File: src/design/gmte_pkg.sv
// Shared types and constants for the two-byte text extents block.
// Holds op and register codes, metric and lookup structs; no dependencies.
`default_nettype none

package gmte_pkg;

	localparam int TABLE_DEPTH = 4096;
	localparam int TBL_AW      = (TABLE_DEPTH > 1) ? $clog2(TABLE_DEPTH) : 1;
	localparam int IDX_W       = 17;
	localparam int NUM_REGS    = 6;
	localparam int REG_AW      = 3;

	typedef enum logic [1:0] {
		OP_LOAD   = 2'd0,
		OP_COMMON = 2'd1,
		OP_CHAR   = 2'd2,
		OP_END    = 2'd3
	} op_t;

	typedef enum logic [REG_AW-1:0] {
		REG_MIN_COL       = 3'd0,
		REG_MAX_COL       = 3'd1,
		REG_MIN_ROW       = 3'd2,
		REG_MAX_ROW       = 3'd3,
		REG_DEFAULT_CODE  = 3'd4,
		REG_TABLE_PRESENT = 3'd5
	} cfg_reg_t;

	typedef struct packed {
		logic signed [15:0] lb;
		logic signed [15:0] rb;
		logic signed [15:0] w;
		logic signed [15:0] asc;
		logic signed [15:0] desc;
	} metrics_t;

	typedef struct packed {
		logic [7:0]  min_col;
		logic [7:0]  max_col;
		logic [7:0]  min_row;
		logic [7:0]  max_row;
		logic [15:0] default_code;
		logic        table_present;
	} cfg_t;

	typedef struct packed {
		logic              ok;
		logic [TBL_AW-1:0] idx;
	} lookup_t;

	typedef struct packed {
		logic     valid;
		op_t      op;
		logic     found;
		metrics_t m;
	} acc_item_t;

endpackage

`default_nettype wire

File: src/design/gmte_accum.sv
// Extents accumulator and result register for the text extents block.
// Depends on gmte_pkg for the item struct and op codes.
`default_nettype none

module gmte_accum (
	input  wire logic                clk,
	input  wire logic                arst_n,
	input  wire gmte_pkg::acc_item_t item,
	output logic                     blocked,
	output logic                     out_valid,
	input  wire logic                out_stall,
	output logic signed [31:0]       total_width,
	output logic signed [15:0]       total_ascent,
	output logic signed [15:0]       total_descent,
	output logic signed [31:0]       total_lbearing,
	output logic signed [31:0]       total_rbearing,
	output logic        [15:0]       chars_found
);

	import gmte_pkg::*;

	function automatic logic signed [31:0] sat32(input logic signed [32:0] v);
		if (v[32] != v[31]) begin
			sat32 = v[32] ? 32'sh8000_0000 : 32'sh7fff_ffff;
		end else begin
			sat32 = v[31:0];
		end
	endfunction

	logic signed [31:0] acc_w_q;
	logic signed [15:0] acc_asc_q;
	logic signed [15:0] acc_desc_q;
	logic signed [31:0] acc_lb_q;
	logic signed [31:0] acc_rb_q;
	logic        [15:0] count_q;

	logic               take;
	logic               do_char;
	logic               do_end;
	logic signed [32:0] l_sum;
	logic signed [32:0] r_sum;
	logic signed [32:0] w_sum;
	logic               empty;

	always_comb begin
		blocked = item.valid && (item.op == OP_END) && out_valid && out_stall;
		take    = item.valid && !blocked;
		do_char = take && (item.op == OP_CHAR) && item.found;
		do_end  = take && (item.op == OP_END);
		l_sum   = 33'(acc_w_q) + 33'(item.m.lb);
		r_sum   = 33'(acc_w_q) + 33'(item.m.rb);
		w_sum   = 33'(acc_w_q) + 33'(item.m.w);
		empty   = (count_q == 16'd0);
	end

	always_ff @(posedge clk or negedge arst_n) begin
		if (!arst_n) begin
			acc_w_q    <= '0;
			acc_asc_q  <= '0;
			acc_desc_q <= '0;
			acc_lb_q   <= '0;
			acc_rb_q   <= '0;
			count_q    <= '0;
		end else if (do_end) begin
			acc_w_q    <= '0;
			acc_asc_q  <= '0;
			acc_desc_q <= '0;
			acc_lb_q   <= '0;
			acc_rb_q   <= '0;
			count_q    <= '0;
		end else if (do_char) begin
			if (empty) begin
				acc_w_q    <= 32'(item.m.w);
				acc_asc_q  <= item.m.asc;
				acc_desc_q <= item.m.desc;
				acc_lb_q   <= 32'(item.m.lb);
				acc_rb_q   <= 32'(item.m.rb);
			end else begin
				if (item.m.asc > acc_asc_q) begin
					acc_asc_q <= item.m.asc;
				end
				if (item.m.desc > acc_desc_q) begin
					acc_desc_q <= item.m.desc;
				end
				if (l_sum < 33'(acc_lb_q)) begin
					acc_lb_q <= sat32(l_sum);
				end
				if (r_sum > 33'(acc_rb_q)) begin
					acc_rb_q <= sat32(r_sum);
				end
				acc_w_q <= sat32(w_sum);
			end
			if (count_q != 16'hffff) begin
				count_q <= count_q + 16'd1;
			end
		end
	end

	always_ff @(posedge clk or negedge arst_n) begin
		if (!arst_n) begin
			out_valid <= 1'b0;
		end else if (do_end) begin
			out_valid <= 1'b1;
		end else if (!out_stall) begin
			out_valid <= 1'b0;
		end
	end

	// accumulators already read as zero when nothing was found
	always_ff @(posedge clk) begin
		if (do_end) begin
			total_width    <= acc_w_q;
			total_ascent   <= acc_asc_q;
			total_descent  <= acc_desc_q;
			total_lbearing <= acc_lb_q;
			total_rbearing <= acc_rb_q;
			chars_found    <= count_q;
		end
	end

endmodule

`default_nettype wire

File: config.mk
export PLATFORM = sky130hd
export DESIGN_NAME = gmte_accum
export DESIGN_NICKNAME = d
export VERILOG_FILES = /design/src/design/gmte_pkg.sv /design/src/design/gmte_accum.sv
export SDC_FILE = /design/constraint.sdc
export NUM_CORES = 1
export LEC_CHECK = 0
export BUFFER_PORTS_ARGS = -buffer_cell sky130_fd_sc_hd__buf_4
export CORE_UTILIZATION = 45
export CTS_CLUSTER_DIAMETER = 120
export DETAILED_ROUTE_END_ITERATION = 10
export SYNTH_ARGS = -nofsm -noshare
export SYNTH_HDL_FRONTEND = slang
export SYNTH_SLANG_ARGS = --single-unit
File: constraint.sdc
create_clock -name clk -period 7.33 [get_ports clk]
set_input_delay 0.3665 -clock clk [delete_from_list [all_inputs] [get_ports clk]]
set_output_delay 0.3665 -clock clk [all_outputs]
set_load 0.005 [all_outputs]
* Yosys cells after proc, flatten, opt, wreduce, memory -nomap -nowiden *
Cells that the tools add are included.

operators by class
  add/subtract/negate cells = 4
  multiply operators = 0
  div/mod/pow operators = 0
  magnitude comparators = 4
  eq/ne operators = 7
  shifts and indexed selects = 0
  multiplexer cells = 30
  bitwise gates (word level) = 0
  reduce and logical (&&, ||, !) cells = 20

operator list
  kind                                                             count
  32-bit two-way mux                                               17
  16-bit two-way mux                                               11
  32-bit by 16-bit adder with 33-bit output                        3
  33-bit by 32-bit greater-than comparator with 1-bit output       1
  33-bit by 32-bit < comparator with 1-bit output                  1
  16-bit greater-than comparator                                   2
  16-bit by 1-bit adder with 16-bit output, second input constant  1
  16-bit zero test                                                 1
  16-bit != test, second input constant                            1
  3-bit nonzero test                                               4
  2-bit AND reduction                                              5
  1-bit logical AND                                                7
  2-bit equality test, second input constant                       2
  2-bit nonzero test                                               2
  1-bit != test                                                    3
  1-bit two-way mux                                                2
  2-bit by 1-bit != test with 1-bit output, second input constant  1
  1-bit zero test                                                  1

storage, ports and cells
  bits in registers = 289
  bits in latches = 0
  RAM bits = 0
  bits in read-only memories = 0
  output and inout bits = 146
  memories = 0

* Depth between registers and ports, before layout *
  word-level depth = 10
  depth in mapped cells = 26
  gate-level depth less buffers = 23

* Least setup slack after synthesis *
Ideal clock, no wire load.

  kind = input -> register
  start = in item[83] (netlist name)
  end = reg chars_found[0], enable pin
  setup time = 564 ps
  arrival time = 4,990 ps
  setup slack = 1,776 ps
  cell stages on the path = 5
  path through = nand3_1 -> nand2b_1 -> buf_2 -> inv_2 -> buf_1

between the ends
  cells in the longest elaborated chain, start to end = 6

ends and longest elaborated chain
  what                            line               source
  from (decl)                     gmte_accum.sv:8    input wire gmte_pkg::acc_item_t item,
  1-bit logical AND (3 in a row)  gmte_accum.sv:46   blocked = item.valid && (item.op == OP_END) && out_valid && out_stall;
  1-bit zero test                 gmte_accum.sv:47   take = item.valid && !blocked;
  1-bit logical AND *             gmte_accum.sv:47
  1-bit logical AND *             gmte_accum.sv:49   do_end = take && (item.op == OP_END);
  named net do_end                gmte_accum.sv:39   logic do_end;
  to (signal assigned)            gmte_accum.sv:117  chars_found <= count_q;
  to (decl)                       gmte_accum.sv:17   output logic [15:0] chars_found

The timed path passes the listed nets; every way through them passes the cells marked *.
A chain may end at the register's enable or synchronous reset.

* Final worst setup path *
  start = reg acc_w_q[0]
  end = reg acc_lb_q[15]

between the ends
  cells in the longest elaborated chain, start to end = 7

ends and longest elaborated chain
  what                                                                                                     line              source
  from (decl)                                                                                              gmte_accum.sv:30  logic signed [31:0] acc_w_q;
  from (signal assigned)                                                                                   gmte_accum.sv:73  acc_w_q <= 32'(item.m.w);
  from (signal assigned)                                                                                   gmte_accum.sv:91  acc_w_q <= sat32(w_sum);
  32-bit by 16-bit adder with 33-bit output *                                                              gmte_accum.sv:50  l_sum = 33'(acc_w_q) + 33'(item.m.lb);
  parallel branches: the longest is 6 deep, another holds 33-bit by 32-bit < comparator with 1-bit output  --
  to (signal assigned)                                                                                     gmte_accum.sv:76  acc_lb_q <= 32'(item.m.lb);
  to (signal assigned)                                                                                     gmte_accum.sv:86  acc_lb_q <= sat32(l_sum);
  to (decl)                                                                                                gmte_accum.sv:33  logic signed [31:0] acc_lb_q;

Every way passes the cells marked *. The select of a mux whose other input is x is not followed.

==> results.cfg <==
[clock_tree]
cts_setup_buffers = 0
cts.sinks = 289
cts_tree = yes
cts_max_path_buffers = 3
clk_latency_ns = 0.55
htreeDepth = 2
clkTransAtPathRegs_ns = 0.06
numCtsBuffers = 35
cts-root-buf = clkbuf_16

[cells_and_area]
nets = 2348
regArea_um2 = 7950
layout_commonest_cell = buf_4
drive_above_1_share_pct = 15.6
layout_common_cells = 242 x buf_4, 195 x ha_1, 170 x nand2_1
syn2layout_area_growth_pct = 19.4
nFillCells = 3606
multiInputGateArea_um2 = 9500
n_antenna_cell = 0

[setup_path]
reg2reg_depth = 22
r2r-end = acc_lb_q[15]
worstSetupEndpointType = flop
cp-startpoint = acc_w_q[0]
worstSetupStartpointType = flop
critPathRequiredTime_ns = 7.80
r2r_setup_slack_ns = 1.21
critPathKind = reg2reg
rr_startpoint = acc_w_q[0]
cp.arrival_ns = 6.59
crit_fanout = 16

[logic_synthesis]
syn_area_um2 = 18200
avgSynthCellArea_um2 = 9.93
yosys.area.top_type = edfxtp_1
synth_seq_area_share_pct = 43.6
synth_cell_types = 83
synth-edff-count = 144
synth_ff_type = dfrtp_1
ys_ff_latch = 289
synth_area_leaders = edfxtp_1 24%, dfrtp_1 20%, ha_1 13%
async_flop_share_pct = 50.2
synth_top_area_share_pct = 23.7
syn-instance-count = 1836
synth_nets = 2121
ys.warnings.count = 0

[power_and_ir_drop]
powerDensity_nw_per_um2 = 448
total_leakage_power_nw = 9.81
vdd_drop_max_uv = 173
p_total_mw = 9.74

[detailed_routing]
vias_per_cell = 5.68
ant_nets = 0
num_vias = 14861
wire_per_inst_um = 19.3
drt_iter0_drc = 1025
firstDrtPassIters = 7
drc = 0
postRouteWirelength_mm = 50.5

[die]
die_y_um = 203
die_area_um2 = 41300
coreArea_um2 = 39800
rows = 73
die_w_um = 203
initial_core_util_pct = 45.8
ioPinCount = 233

[outcome]
outcome = finished clean

[grt]
grt_max_degree = 80
antenna_found_initial = 0
grt_pass1_wl_mm = 78.8
grt_pass1_vias = 14265
grt_usage_pct = 24.3
overflow = 0

[min_path]
holdPathEnd = acc_desc_q[3]
whs_path_depth = 2
worst_hold_path_type = in2reg
hold_start = item[3]

[timing]
tightest_slew_ns = 1.22
rsz0062_at_grt = false
finalCritPeriodShare_pct = 83.5
skew_ns = 0.0150
setup_viol = 0
fin_ws_ns = 1.21
tns_ns = 0
max_freq_mhz = 163
drv_slew = 0
min_period_ns = 6.12
hold_viol_final = 0
slew-limit-headroom_pct = 18.6

[placed_design]
io_buffers = 232
dp_slack_ns = 1.22
gp_congestion = 0.881
dp_hpwl_mm = 37.6

[flow_run]
maxCapViolations = 0
flip-flops by register name, indices dropped and copies added, names as in the netlist:
name,count
total_ascent,16
acc_desc_q,16
acc_w_q,32
out_valid,1
total_rbearing,32
total_width,32
chars_found,16
acc_lb_q,32
total_lbearing,32
acc_rb_q,32
count_q,16
total_descent,16
acc_asc_q,16
cells by family after synthesis:
logic type	count (synthesis)	synth area share (%)
AOI/OAI and AO/OA	573	21.1
muxes	21	1.19
buffers and inverters	199	4.32
DFF	289	43.6
xor gates and xnor gates	83	3.99
adders and majority gates	198	13.7
and+or+nand+nor	473	12.1
metrics by stage:
stage | cell area (um2) | hold WS (ns) | instances | util (%)
6_report | 21800 | 0.0480 | 2615 | 54.6
5_1_grt | 21800 | 0.0354 | 2615 | 54.6
4_1_cts | 21800 | 0.0208 | 2615 | 54.6
3_5_place_dp | 20500 | 0.430 | 2550 | 51.5
3_3_place_gp | 20500 | 0.429 | 2550 | 51.5
2_1_floorplan | 18200 | 0.0709 | 1836 | -
layer usage:
metal,GRT usage (%),wire (um)
met5,0,0
met3,4.14,2500
met1,33.4,23400
met2,38.8,23100
met4,7.65,1410
worst max path at each step:
stage | endpoint | slack, ns | cells after the start
after global placement | acc_lb_q[27] | 1.50 | 22
after floorplan | chars_found[0] | 1.78 | 5
final | acc_lb_q[15] | 1.21 | 22
after detailed placement | acc_lb_q[21] | 1.22 | 22
after global routing | acc_rb_q[16] | 0.63 | 21
after CTS | acc_lb_q[15] | 1.20 | 22
worst max-delay path, stage by stage, from the launching register on:
cell,delay [ns]
dfrtp_1,0.45
ha_1,0.24
inv_1,0.07
fa_1,0.39
nand2b_1,0.19
a211o_1,0.31
a211oi_2,0.33
a22oi_2,0.15
and2_4,0.20
o31a_1,0.33
o31a_1,0.35
o21ai_2,0.14
xnor2_1,0.15
ha_1,0.28
a21o_1,0.16
a21o_1,0.17
a221oi_1,0.40
nand4_1,0.15
o211ai_1,0.25
and2_1,0.37
o21a_1,0.20
and2_1,0.51
a221o_1,0.26
synthesized netlist by cell type (11+ instances only):
cell type and n:
ha_1 195, nand2_1 170, a21oi_1 151, dfrtp_1 145, edfxtp_1 144, inv_1 144
nor2_1 121, o21ai_0 66, o21ai_1 65, a21o_1 62, xnor2_1 57, nand3_1 33
clkbuf_1 32, nand4_1 32, a221o_1 30, xor2_1 26, nor3_1 24, mux2i_1 18
a22o_1 17, buf_2 17, o21bai_1 17, a211oi_1 16, nor2b_1 16, o21a_1 16
a31oi_1 12, and3_1 12, nand2b_1 12, o22ai_1 12, o31ai_1 12, and2_1 11
or3_1 11
area by class of cell:
class | count | share of cell area (%)
clock inverters | 21 | 1.44
flip-flops and latches | 289 | 36.6
multi-input cells | 1348 | 43.7
inverters | 145 | 2.53
clock buffers | 43 | 4.31
repair buffers | 244 | 8.45
well taps | 525 | 3.02
report_power, final:
group,switching [mW],total (mW),internal [mW]
clock network,0.713,1.88,1.17
registers,0.412,2.64,2.23
logic,3.03,5.22,2.19
what timing repair did:
| item | 4_1_cts | 5_1_grt |
|---|---|---|
| endpoints found under the hold margin | 78 | 0 |
| gates resized for setup | 0 | 0 |
| hold buffers | 1 | 0 |
Power figures use the tool's default switching activity.
