===== src/design/gmte_pkg.sv =====
// Shared types and constants for the two-byte text extents block.
// Holds op and register codes, metric and lookup structs; no dependencies.
`default_nettype none

package gmte_pkg;

	localparam int TABLE_DEPTH = 4096;
	localparam int TBL_AW      = (TABLE_DEPTH > 1) ? $clog2(TABLE_DEPTH) : 1;
	localparam int IDX_W       = 17;
	localparam int NUM_REGS    = 6;
	localparam int REG_AW      = 3;

	typedef enum logic [1:0] {
		OP_LOAD   = 2'd0,
		OP_COMMON = 2'd1,
		OP_CHAR   = 2'd2,
		OP_END    = 2'd3
	} op_t;

	typedef enum logic [REG_AW-1:0] {
		REG_MIN_COL       = 3'd0,
		REG_MAX_COL       = 3'd1,
		REG_MIN_ROW       = 3'd2,
		REG_MAX_ROW       = 3'd3,
		REG_DEFAULT_CODE  = 3'd4,
		REG_TABLE_PRESENT = 3'd5
	} cfg_reg_t;

	typedef struct packed {
		logic signed [15:0] lb;
		logic signed [15:0] rb;
		logic signed [15:0] w;
		logic signed [15:0] asc;
		logic signed [15:0] desc;
	} metrics_t;

	typedef struct packed {
		logic [7:0]  min_col;
		logic [7:0]  max_col;
		logic [7:0]  min_row;
		logic [7:0]  max_row;
		logic [15:0] default_code;
		logic        table_present;
	} cfg_t;

	typedef struct packed {
		logic              ok;
		logic [TBL_AW-1:0] idx;
	} lookup_t;

	typedef struct packed {
		logic     valid;
		op_t      op;
		logic     found;
		metrics_t m;
	} acc_item_t;

endpackage

`default_nettype wire


===== src/design/gmte_index.sv =====
// Range check and table index for one (row, column) code.
// Depends on gmte_pkg for the configuration and lookup structs.
`default_nettype none

module gmte_index (
	input  wire logic [7:0]       row,
	input  wire logic [7:0]       col,
	input  wire logic             allow_1d,
	input  wire gmte_pkg::cfg_t   cfg,
	output gmte_pkg::lookup_t     result
);

	import gmte_pkg::*;

	logic             one_d;
	logic             col_in;
	logic             row_in;
	logic             in_range;
	logic [7:0]       col_off;
	logic [7:0]       row_off;
	logic [8:0]       ncol;
	logic [IDX_W-1:0] idx_full;

	always_comb begin
		one_d    = allow_1d && (cfg.max_row == 8'd0) && (row == 8'd0);
		col_in   = (col >= cfg.min_col) && (col <= cfg.max_col);
		row_in   = (row >= cfg.min_row) && (row <= cfg.max_row);
		in_range = one_d ? col_in : (row_in && col_in);
		col_off  = col - cfg.min_col;
		row_off  = one_d ? 8'd0 : (row - cfg.min_row);
		ncol     = {1'b0, cfg.max_col} - {1'b0, cfg.min_col} + 9'd1;
		idx_full = IDX_W'(row_off * ncol) + IDX_W'(col_off);
		// common metrics skip the table bound
		result.ok  = in_range &&
		             (!cfg.table_present || (idx_full < IDX_W'(TABLE_DEPTH)));
		result.idx = idx_full[TBL_AW-1:0];
	end

endmodule

`default_nettype wire


===== config.mk =====
export PLATFORM = sky130hd
export DESIGN_NAME = gmte_index
export DESIGN_NICKNAME = d
export VERILOG_FILES = /design/src/design/gmte_pkg.sv /design/src/design/gmte_index.sv
export SDC_FILE = /design/constraint.sdc
export NUM_CORES = 1
export LEC_CHECK = 0
export BUFFER_PORTS_ARGS = -buffer_cell sky130_fd_sc_hd__buf_2
export CORE_ASPECT_RATIO = 0.75
export CORE_MARGIN = 2
export CORE_UTILIZATION = 35
export DETAILED_ROUTE_END_ITERATION = 10
export GPL_ROUTABILITY_DRIVEN = 0
export PLACE_DENSITY = 0.59
export SLEW_MARGIN = 20
export SYNTH_ARGS = -nofsm -noshare
export SYNTH_HDL_FRONTEND = slang
export SYNTH_SLANG_ARGS = --single-unit
export TNS_END_PERCENT = 20

===== constraint.sdc =====
create_clock -name vclk -period 14.35
set_input_delay 2.87 -clock vclk [all_inputs]
set_output_delay 2.87 -clock vclk [all_outputs]
set_load 0.01 [all_outputs]

== Word level (Yosys, flattened, before mapping) ==
Index checks and enable logic that the tools add are counted.
Word-level totals
  logic and storage cells: 23
  input bits: 66
  register bits after elaboration: 0
Operators by class
  muxes and demuxes: 2
  $add $sub $neg: 5
  $lt $le $gt $ge: 5
  multiply operators: 1
  reduce and logical (&&, ||, !) cells: 10
Operator list (number)
  17-bit by 8-bit adder with 17-bit output: 1
  17-bit by 13-bit < comparator with 1-bit output, second input constant: 1
  8-bit by 9-bit multiplier with 17-bit output: 1
  8-bit greater-or-equal comparator: 2
  8-bit less-or-equal comparator: 2
  8-bit zero test: 2
  8-bit subtractor: 2
  9-bit by 1-bit adder with 9-bit output, second input constant: 1
  8-bit by 8-bit subtractor with 9-bit output: 1
  8-bit two-way mux: 1
  1-bit logical AND: 6
  1-bit zero test: 1
  1-bit logical OR: 1
  1-bit two-way mux: 1

== Logic depth before layout (Yosys ltp) ==
Gate-level depths: netlist (run 1).
  depth after elaboration: 9
  gate-level depth with buffers: 29

== Worst setup path before layout (run 1) ==
Ideal clock, no wire load.
  path type: input to output
  start point: input cfg[34] in the netlist's numbering
  end point: output result[12] in the netlist's numbering
  data arrival time: 9.037 ns
  setup slack: 2.443 ns
  stages: 27
  path buffers: 0
  required time: 11.480 ns
  path through: inv_1 ha_1 inv_1 ha_1 fa_1 a21oi_1 nor2_1 nor2_1 o21bai_1 a21oi_1 xor2_1 nor2_1 fa_1 fa_1 fa_1 inv_1 fa_1 inv_1 ha_1 a21oi_1 nor2b_1 or3_1 a31oi_1 xor2_1 a31oi_1 or4_1 a211oi_2
RTL lines
  start, declared: line gmte_index.sv:9  | input wire gmte_pkg::cfg_t cfg,
  end, declared: line gmte_index.sv:10  | output gmte_pkg::lookup_t result

==> results.ini, run 1 <==
[floorplanning]
fp-row-count = 33
die_area_um2 = 12400
core_region_area_um2 = 11100
initial_core_util_pct = 36.5
chipHeight_um = 97
die_width_um = 128
ioPinCount = 79

[outcome]
status = finished clean

[sta]
max_slew_violation_total_from_the_final_report = 0
timing.slew.headroom_pct = 54.8
finalCriticalPeriod_ps = 12900
timing.final.setup_violations = 0
hold_ws_ps = 6010
max_slew.worst_pin.slew_ps = 676
finalSetupTns_ps = 0
timing.fmax_mhz = 77.5
fin_crit_sh_pct = 89.9
report.final.hold_viol_count = 0
final_critical_path_setup_slack_ps = 1450
rsz0062_at_grt = false

[synth]
ys.warnings.count = 0
synth.net_count = 715
syn_inst = 510
synth.top_cells.by_area = ha_1 (27%), fa_1 (26%), inv_1 (10%), nand2_1 (4.2%), xnor2_1 (3.9%)
synth_top_cell_area_share_pct = 26.7
netlist_area_um2 = 4040
syn_area_per_cell_um2 = 7.91
synth-seq-area-share_pct = 0
ys_types = 37
synth_area_leader_cell = ha_1

[setup_path]
critPathArrivalTime_ps = 10030
crit_path_max_fanout = 7
setup.worst_path.start_class = input port
worst_path_largest_cell_delay_ps = 650
endpoint_kind_of_the_worst_setup_timing_path = output port
timing_worst_setup_path_type = in -> out
critical_path_required_ps = 11480
crit_path_frequent_cell = inv_1
timing.critical_path.slowest_stage_cell = or4_1

[flow_run]
max_cap_viol_count = 0

[detailed_routing]
wire_per_inst_um = 13.1
route.detailed.drc = 0
via_per_inst = 4.89
wirelength_met1_mm = 4.79
routed-wl-met3_um = 531
total_wirelength_mm = 9.33
met2WireLength_mm = 3.96
drt_first_pass_iters = 4
routed-via-count = 3480
final_ant_viol_nets = 0
drtIter0Drc = 120
highest-signal-layer = met4

[final_layout]
layout-area-overhead-vs-synth_pct = 12.2
seqCellArea_um2 = 0
clkbuf_count = 0
total_non_filler_cell_area_in_the_finished_layout_um2 = 4530
seq_cells = 0
drive_gt1_share_pct = 11.6
antenna_cells_inserted = 0
nNetsFinal = 778

[global_route]
vias_in_the_first_global_route = 3524
grt_remaining_overflow = 0
wire_length_of_the_first_global_routing_pass_mm = 16.3
grt_start_max_net_pins = 20
antenna_found_initial = 0
globalRouteTotalUtil_pct = 15.5

[placed_design]
dp_hpwl_mm = 8.67
post-place-ws_ps = 1490
detailed_place.area_um2 = 4530
place.port_buffers = 63

[hold_path]
worstHoldEndpoint = result[12]
min_delay_path_depth = 3
holdCritStartpoint = cfg[0]
hold_class = in -> out

[clocking]
post_cts_resize_count = 0
cts_setup_buffers = 0
cts_hold_buf = 0

## placed cells by master (no fill, tap or decap), types with 2 or more instances in the layout
| cell type | n |
|---|---|
| o21a_1 | 3 |
| a211oi_1 | 3 |
| xnor2_1 | 18 |
| nor4_1 | 6 |
| buf_4 | 2 |
| a21boi_0 | 2 |
| a21o_1 | 13 |
| or3_1 | 5 |
| fa_1 | 53 |
| xor2_1 | 14 |
| a2111oi_0 | 2 |
| o21bai_1 | 3 |
| o31a_1 | 2 |
| buf_2 | 63 |
| ha_1 | 86 |
| inv_1 | 111 |
| nand2_1 | 45 |
| and3_1 | 13 |
| a31oi_1 | 5 |
| nor2b_1 | 8 |
| a21oi_1 | 21 |
| nand3_1 | 5 |
| and2_1 | 6 |
| nand2b_1 | 6 |
| o21ai_0 | 14 |
| nor3_1 | 13 |
| nand4_1 | 2 |
| nor2_1 | 37 |
## critical path, delay by kind of cell
kind	cells	cell delay, ps
compound gates	6	1100
xor+xnor	1	550
fa+ha+maj	8	3130
buf+inv	8	680
simple gates	8	1690
## cell usage after synthesis (2+ instances only)
library cell,n
o21a_1,3
fa_1,53
and2_1,6
a21oi_1,21
nor2b_1,8
a2111oi_0,2
a21o_1,13
nor3_1,13
o21ai_0,14
nand2b_1,6
a211oi_1,3
and3_1,13
nand4_1,2
o31a_1,2
nor2_1,37
nor4_1,6
nand2_1,45
o21bai_1,3
a21boi_0,2
xnor2_1,18
clkbuf_1,4
xor2_1,14
inv_1,111
nand3_1,5
or3_1,5
a31oi_1,5
ha_1,86
## worst max-delay path by stage
| stage | cells after the start | end | start |
|---|---|---|---|
| final | 31 | result[12] | cfg[34] |
| after floorplan | 27 | result[12] | cfg[34] |
| after CTS | 31 | result[12] | cfg[34] |
| after global placement | 31 | result[12] | cfg[34] |
| after detailed placement | 31 | result[12] | cfg[34] |
| after global routing | 31 | result[12] | cfg[34] |
## metal layers
layer / vias to the layer above / global-route usage, %
met5: - / 0
met4: 0 / 1.10
met2: 74 / 23.7
li1: 1794 / -
met1: 1608 / 24.4
met3: 4 / 1.60
## final cells by class
class,instances,area [um^2]
Tap cell,140,175
Timing Repair Buffer,65,330
Multi-Input combinational cell,395,3600
Fill cell,1164,6540
Inverter,111,417
## through the flow
step	instances	util, %
finish	711	40.9
CTS	711	40.9
global route	711	40.9
global placement	711	40.9
detailed placement	711	40.9
floorplan	510	-
## kinds of logic after synthesis
logic type               synth area share, %
AND/OR/NAND/NOR                         17.5
AO/OA/AOI/OAI                           11.9
buffers and inverters                   10.7
XOR/XNOR                                6.94
adder cells (fa/ha/maj)                 52.9
Power of run 1 is left out: the tool's default activity adds up to more than one toggle a clock period on the data nets, which glitch-free logic cannot reach.
==> run 2: changes to the inputs <==
CORE_MARGIN = 4   (was 2)
==> results.ini, run 2 (synthesis gave the netlist of run 1 again) <==
[floorplanning]
core_region_area_um2 = 11100
die_width_um = 132
chipHeight_um = 101
initial_core_util_pct = 36.3
die_area_um2 = 13300
fp-row-count = 33
ioPinCount = 79

[detailed_routing]
final_ant_viol_nets = 0
wire_per_inst_um = 13.2
route.detailed.drc = 0
drtIter0Drc = 109
total_wirelength_mm = 9.36
drt_first_pass_iters = 4
routed-via-count = 3483
via_per_inst = 4.90

[placed_design]
place.port_buffers = 63
dp_hpwl_mm = 8.64
place_inst = 711
detailed_place.area_um2 = 4530

[global_route]
globalRouteTotalUtil_pct = 14.5
vias_in_the_first_global_route = 3555
antenna_found_initial = 0
wire_length_of_the_first_global_routing_pass_mm = 16.5
grt_remaining_overflow = 0
grt_start_max_net_pins = 20

[final_layout]
nNetsFinal = 778
clkbuf_count = 0
total_non_filler_cell_area_in_the_finished_layout_um2 = 4530
instances_no_fill = 711
drive_gt1_share_pct = 11.6
layout_commonest_cell = inv_1
layout.cells.most_common_list = inv_1 (111), ha_1 (86), buf_2 (63)
antenna_cells_inserted = 0
filler_cell_count = 1136
seq_cells = 0
layout-area-overhead-vs-synth_pct = 12.2
seqCellArea_um2 = 0

[setup_path]
crit_path_frequent_cell = inv_1
worst_path_largest_cell_delay_ps = 660
timing.critical_path.slowest_stage_cell = or4_1
critPathArrivalTime_ps = 10020
endpoint_kind_of_the_worst_setup_timing_path = output port
timing_worst_setup_path_type = in -> out
setup.worst_path.start_class = input port
crit_path_max_fanout = 7
critical_path_required_ps = 11480

[sta]
timing.fmax_mhz = 77.6
timing.final.setup_violations = 0
finalSetupTns_ps = 0
report.final.hold_viol_count = 0
max_slew_violation_total_from_the_final_report = 0
timing.slew.headroom_pct = 57.3
rsz0062_at_grt = false
fin_crit_sh_pct = 89.8
finalCriticalPeriod_ps = 12890
max_slew.worst_pin.slew_ps = 639

[clocking]
cts_setup_buffers = 0
cts_hold_buf = 0
post_cts_resize_count = 0

[outcome]
status = finished clean

[hold_path]
hold_class = in -> out

[flow_run]
max_cap_viol_count = 0

-- run 2: final cells by class --
| type | count | area, um^2 | area share [%] |
|---|---|---|---|
| Multi-Input combinational cell | 395 | 3600 | 79.6 |
| Inverter | 111 | 417 | 9.20 |
| Tap cell | 140 | 175 | 3.87 |
| Timing Repair Buffer | 65 | 330 | 7.30 |
-- run 2: per-layer routing --
layer	up-vias	wire length, um	GRT usage [%]
li1	1799	-	-
met2	62	3990	23.4
met5	-	0	0
met1	1622	4910	21.9
met3	0	461	1.75
met4	0	0	0.323
-- run 2: worst paths after layout --
path  startpoint          to  slack (ps)  cells after the start
max      cfg[34]  result[12]        1460                     31
min       cfg[0]  result[12]        6010                      3
-- run 2: per-stage QoR --
stage          util [%]  hold slack (ps)  setup WS (ps)
2_1_floorplan         -             5800           2440
3_3_place_gp       40.8             6010           1530
3_5_place_dp       40.8             6010           1520
4_1_cts            40.8             6010           1490
5_1_grt            40.8             6020           1070
6_report           40.8             6010           1460
-- run 2: worst max-delay path: cells and delay by family --
kind / cells / cell delay (ps)
buffers and inverters: 8 / 680
adders and majority gates: 8 / 3150
and+or+nand+nor: 4 / 1050
AOI/OAI and AO/OA: 9 / 1560
xor gates and xnor gates: 2 / 720
Power of run 2 is left out for the same reason.
==> run 3: changes to the inputs <==
--- a/config.mk
+++ b/config.mk
@@ -7,2 +7,3 @@
 export LEC_CHECK = 0
+export ABC_AREA = 1
 export BUFFER_PORTS_ARGS = -buffer_cell sky130_fd_sc_hd__buf_2
@@ -13,3 +14,3 @@
 export GPL_ROUTABILITY_DRIVEN = 0
-export PLACE_DENSITY = 0.59
+export PLACE_DENSITY = 0.58
 export SLEW_MARGIN = 20
==> constraint.sdc (replaced) <==
create_clock -name vclk -period 14.35
set_input_delay 2.87 -clock vclk [all_inputs]
set_output_delay 2.87 -clock vclk [all_outputs]
set_load 0.005 [all_outputs]
==> results.ini, run 3 <==
[synth]
synth-seq-area-share_pct = 0
synth.most_common_cell = inv_1
synth.net_count = 831
ys.warnings.count = 0
synth_top_cell_area_share_pct = 24.7
syn_inst = 626
post_synth_most_frequent_cells = inv_1 (165), nand2_1 (125), ha_1 (86)
synth_area_leader_cell = ha_1
ys_types = 37
synth.top_cells.by_area = ha_1 (25%), fa_1 (24%), inv_1 (14%), nand2_1 (11%), nor2_1 (5.7%)
netlist_area_um2 = 4360
syn_area_per_cell_um2 = 6.96

[floorplanning]
ioPinCount = 79
initial_core_util_pct = 36.7
core_region_area_um2 = 11900
chipHeight_um = 105
die_area_um2 = 14300
die_width_um = 137
fp-row-count = 34

[sta]
timing.final.setup_violations = 0
timing.slew.headroom_pct = 67.4
timing.fmax_mhz = 86.9
finalSetupTns_ps = 0
final_critical_path_setup_slack_ps = 2850
fin_crit_sh_pct = 80.2
max_slew.worst_pin.slew_ps = 487
max_slew_violation_total_from_the_final_report = 0
report.final.hold_viol_count = 0
finalCriticalPeriod_ps = 11500
rsz0062_at_grt = false

[outcome]
status = finished clean

[placed_design]
place.port_buffers = 63
detailed_place.area_um2 = 4870
place_inst = 851
post-place-ws_ps = 2800
dp_hpwl_mm = 9.35

[setup_path]
worst_path_largest_cell_delay_ps = 520
critPathTopFamily = adder cells
endpoint_kind_of_the_worst_setup_timing_path = output port
worst-path-buf-inv = 8
critPathArrivalTime_ps = 8630
crit_path_max_fanout = 7
setup.worst_path.start_class = input port
critical_path_required_ps = 11480
timing_worst_setup_path_type = in -> out
timing.critical_path.slowest_stage_cell = fa_1
crit_path_frequent_cell = nand2_1

[clocking]
post_cts_resize_count = 0
cts_setup_buffers = 0
cts_hold_buf = 0

[final_layout]
seq_cells = 0
drive_gt1_share_pct = 13.1
layout_commonest_cell = inv_1
nNetsFinal = 896
instances_no_fill = 851
filler_cell_count = 1277
layout.cells.most_common_list = inv_1 (165), nand2_1 (125), ha_1 (86)
seqCellArea_um2 = 0
total_non_filler_cell_area_in_the_finished_layout_um2 = 4870
antenna_cells_inserted = 0
layout-area-overhead-vs-synth_pct = 11.9
clkbuf_count = 0

[global_route]
grt_start_max_net_pins = 9
antenna_found_initial = 0
vias_in_the_first_global_route = 3999
grt_remaining_overflow = 0
globalRouteTotalUtil_pct = 14.9
wire_length_of_the_first_global_routing_pass_mm = 18.0

[detailed_routing]
wire_per_inst_um = 12.0
routed-via-count = 3915
drtIter0Drc = 189
final_ant_viol_nets = 0
drt_first_pass_iters = 4
via_per_inst = 4.60
total_wirelength_mm = 10.2
route.detailed.drc = 0

[hold_path]
hold_class = in -> out

[flow_run]
max_cap_viol_count = 0

[run 3: cell count changes in the layout (fill, tap and decap cells not counted), moves of 13 or more]
cell,previous run,this run
nand3_1,5,18
inv_1,111,165
nor2_1,37,66
xnor2_1,18,5
nand2_1,45,125
and3_1,13,0
[run 3: area by class of cell]
type               instances  area [um^2]  area share (%)
inverters                170          638            13.1
multi-input cells        456         3720            76.3
well taps                162          203            4.16
repair buffers            63          315            6.47
[run 3: final timing paths]
check,endpoint,slack (ps),cells after the start,startpoint
worst max-delay path,result[12],2850,33,cfg[34]
worst min-delay path,result[12],6140,5,cfg[0]
[run 3: cell families (layout without fill, tap and decap cells)]
logic type	after synthesis	count (layout)	share of synthesized area (%)
adders and majority gates	139	139	49.1
AOI/OAI and AO/OA	51	51	7.12
buffers and inverters	170	233	14.7
xor gates and xnor gates	21	21	4.74
and+or+nand+nor	245	245	24.4
[run 3: tightest hold or removal path, cell delays in order]
cell and delay [ps]:
buf_2 90, inv_1 40, nor2_1 70, nor2_1 80, buf_2 110
[run 3: through the flow]
stage / utilization (%) / hold slack [ps]
detailed placement: 41.1 / 6150
finish: 41.1 / 6140
global route: 41.1 / 6160
CTS: 41.1 / 6150
global placement: 41.1 / 6170
floorplan: - / 5890
[run 3: metal layers]
| metal | vias up | GRT usage (%) | share of wire (%) |
|---|---|---|---|
| met5 | - | 0 | 0 |
| met4 | 0 | 0.499 | 0.15 |
| met3 | 2 | 0.865 | 4.2 |
| met2 | 63 | 24.4 | 43 |
| met1 | 1795 | 23.0 | 52 |
| li1 | 2055 | - | - |
Power of run 3 is left out for the same reason.
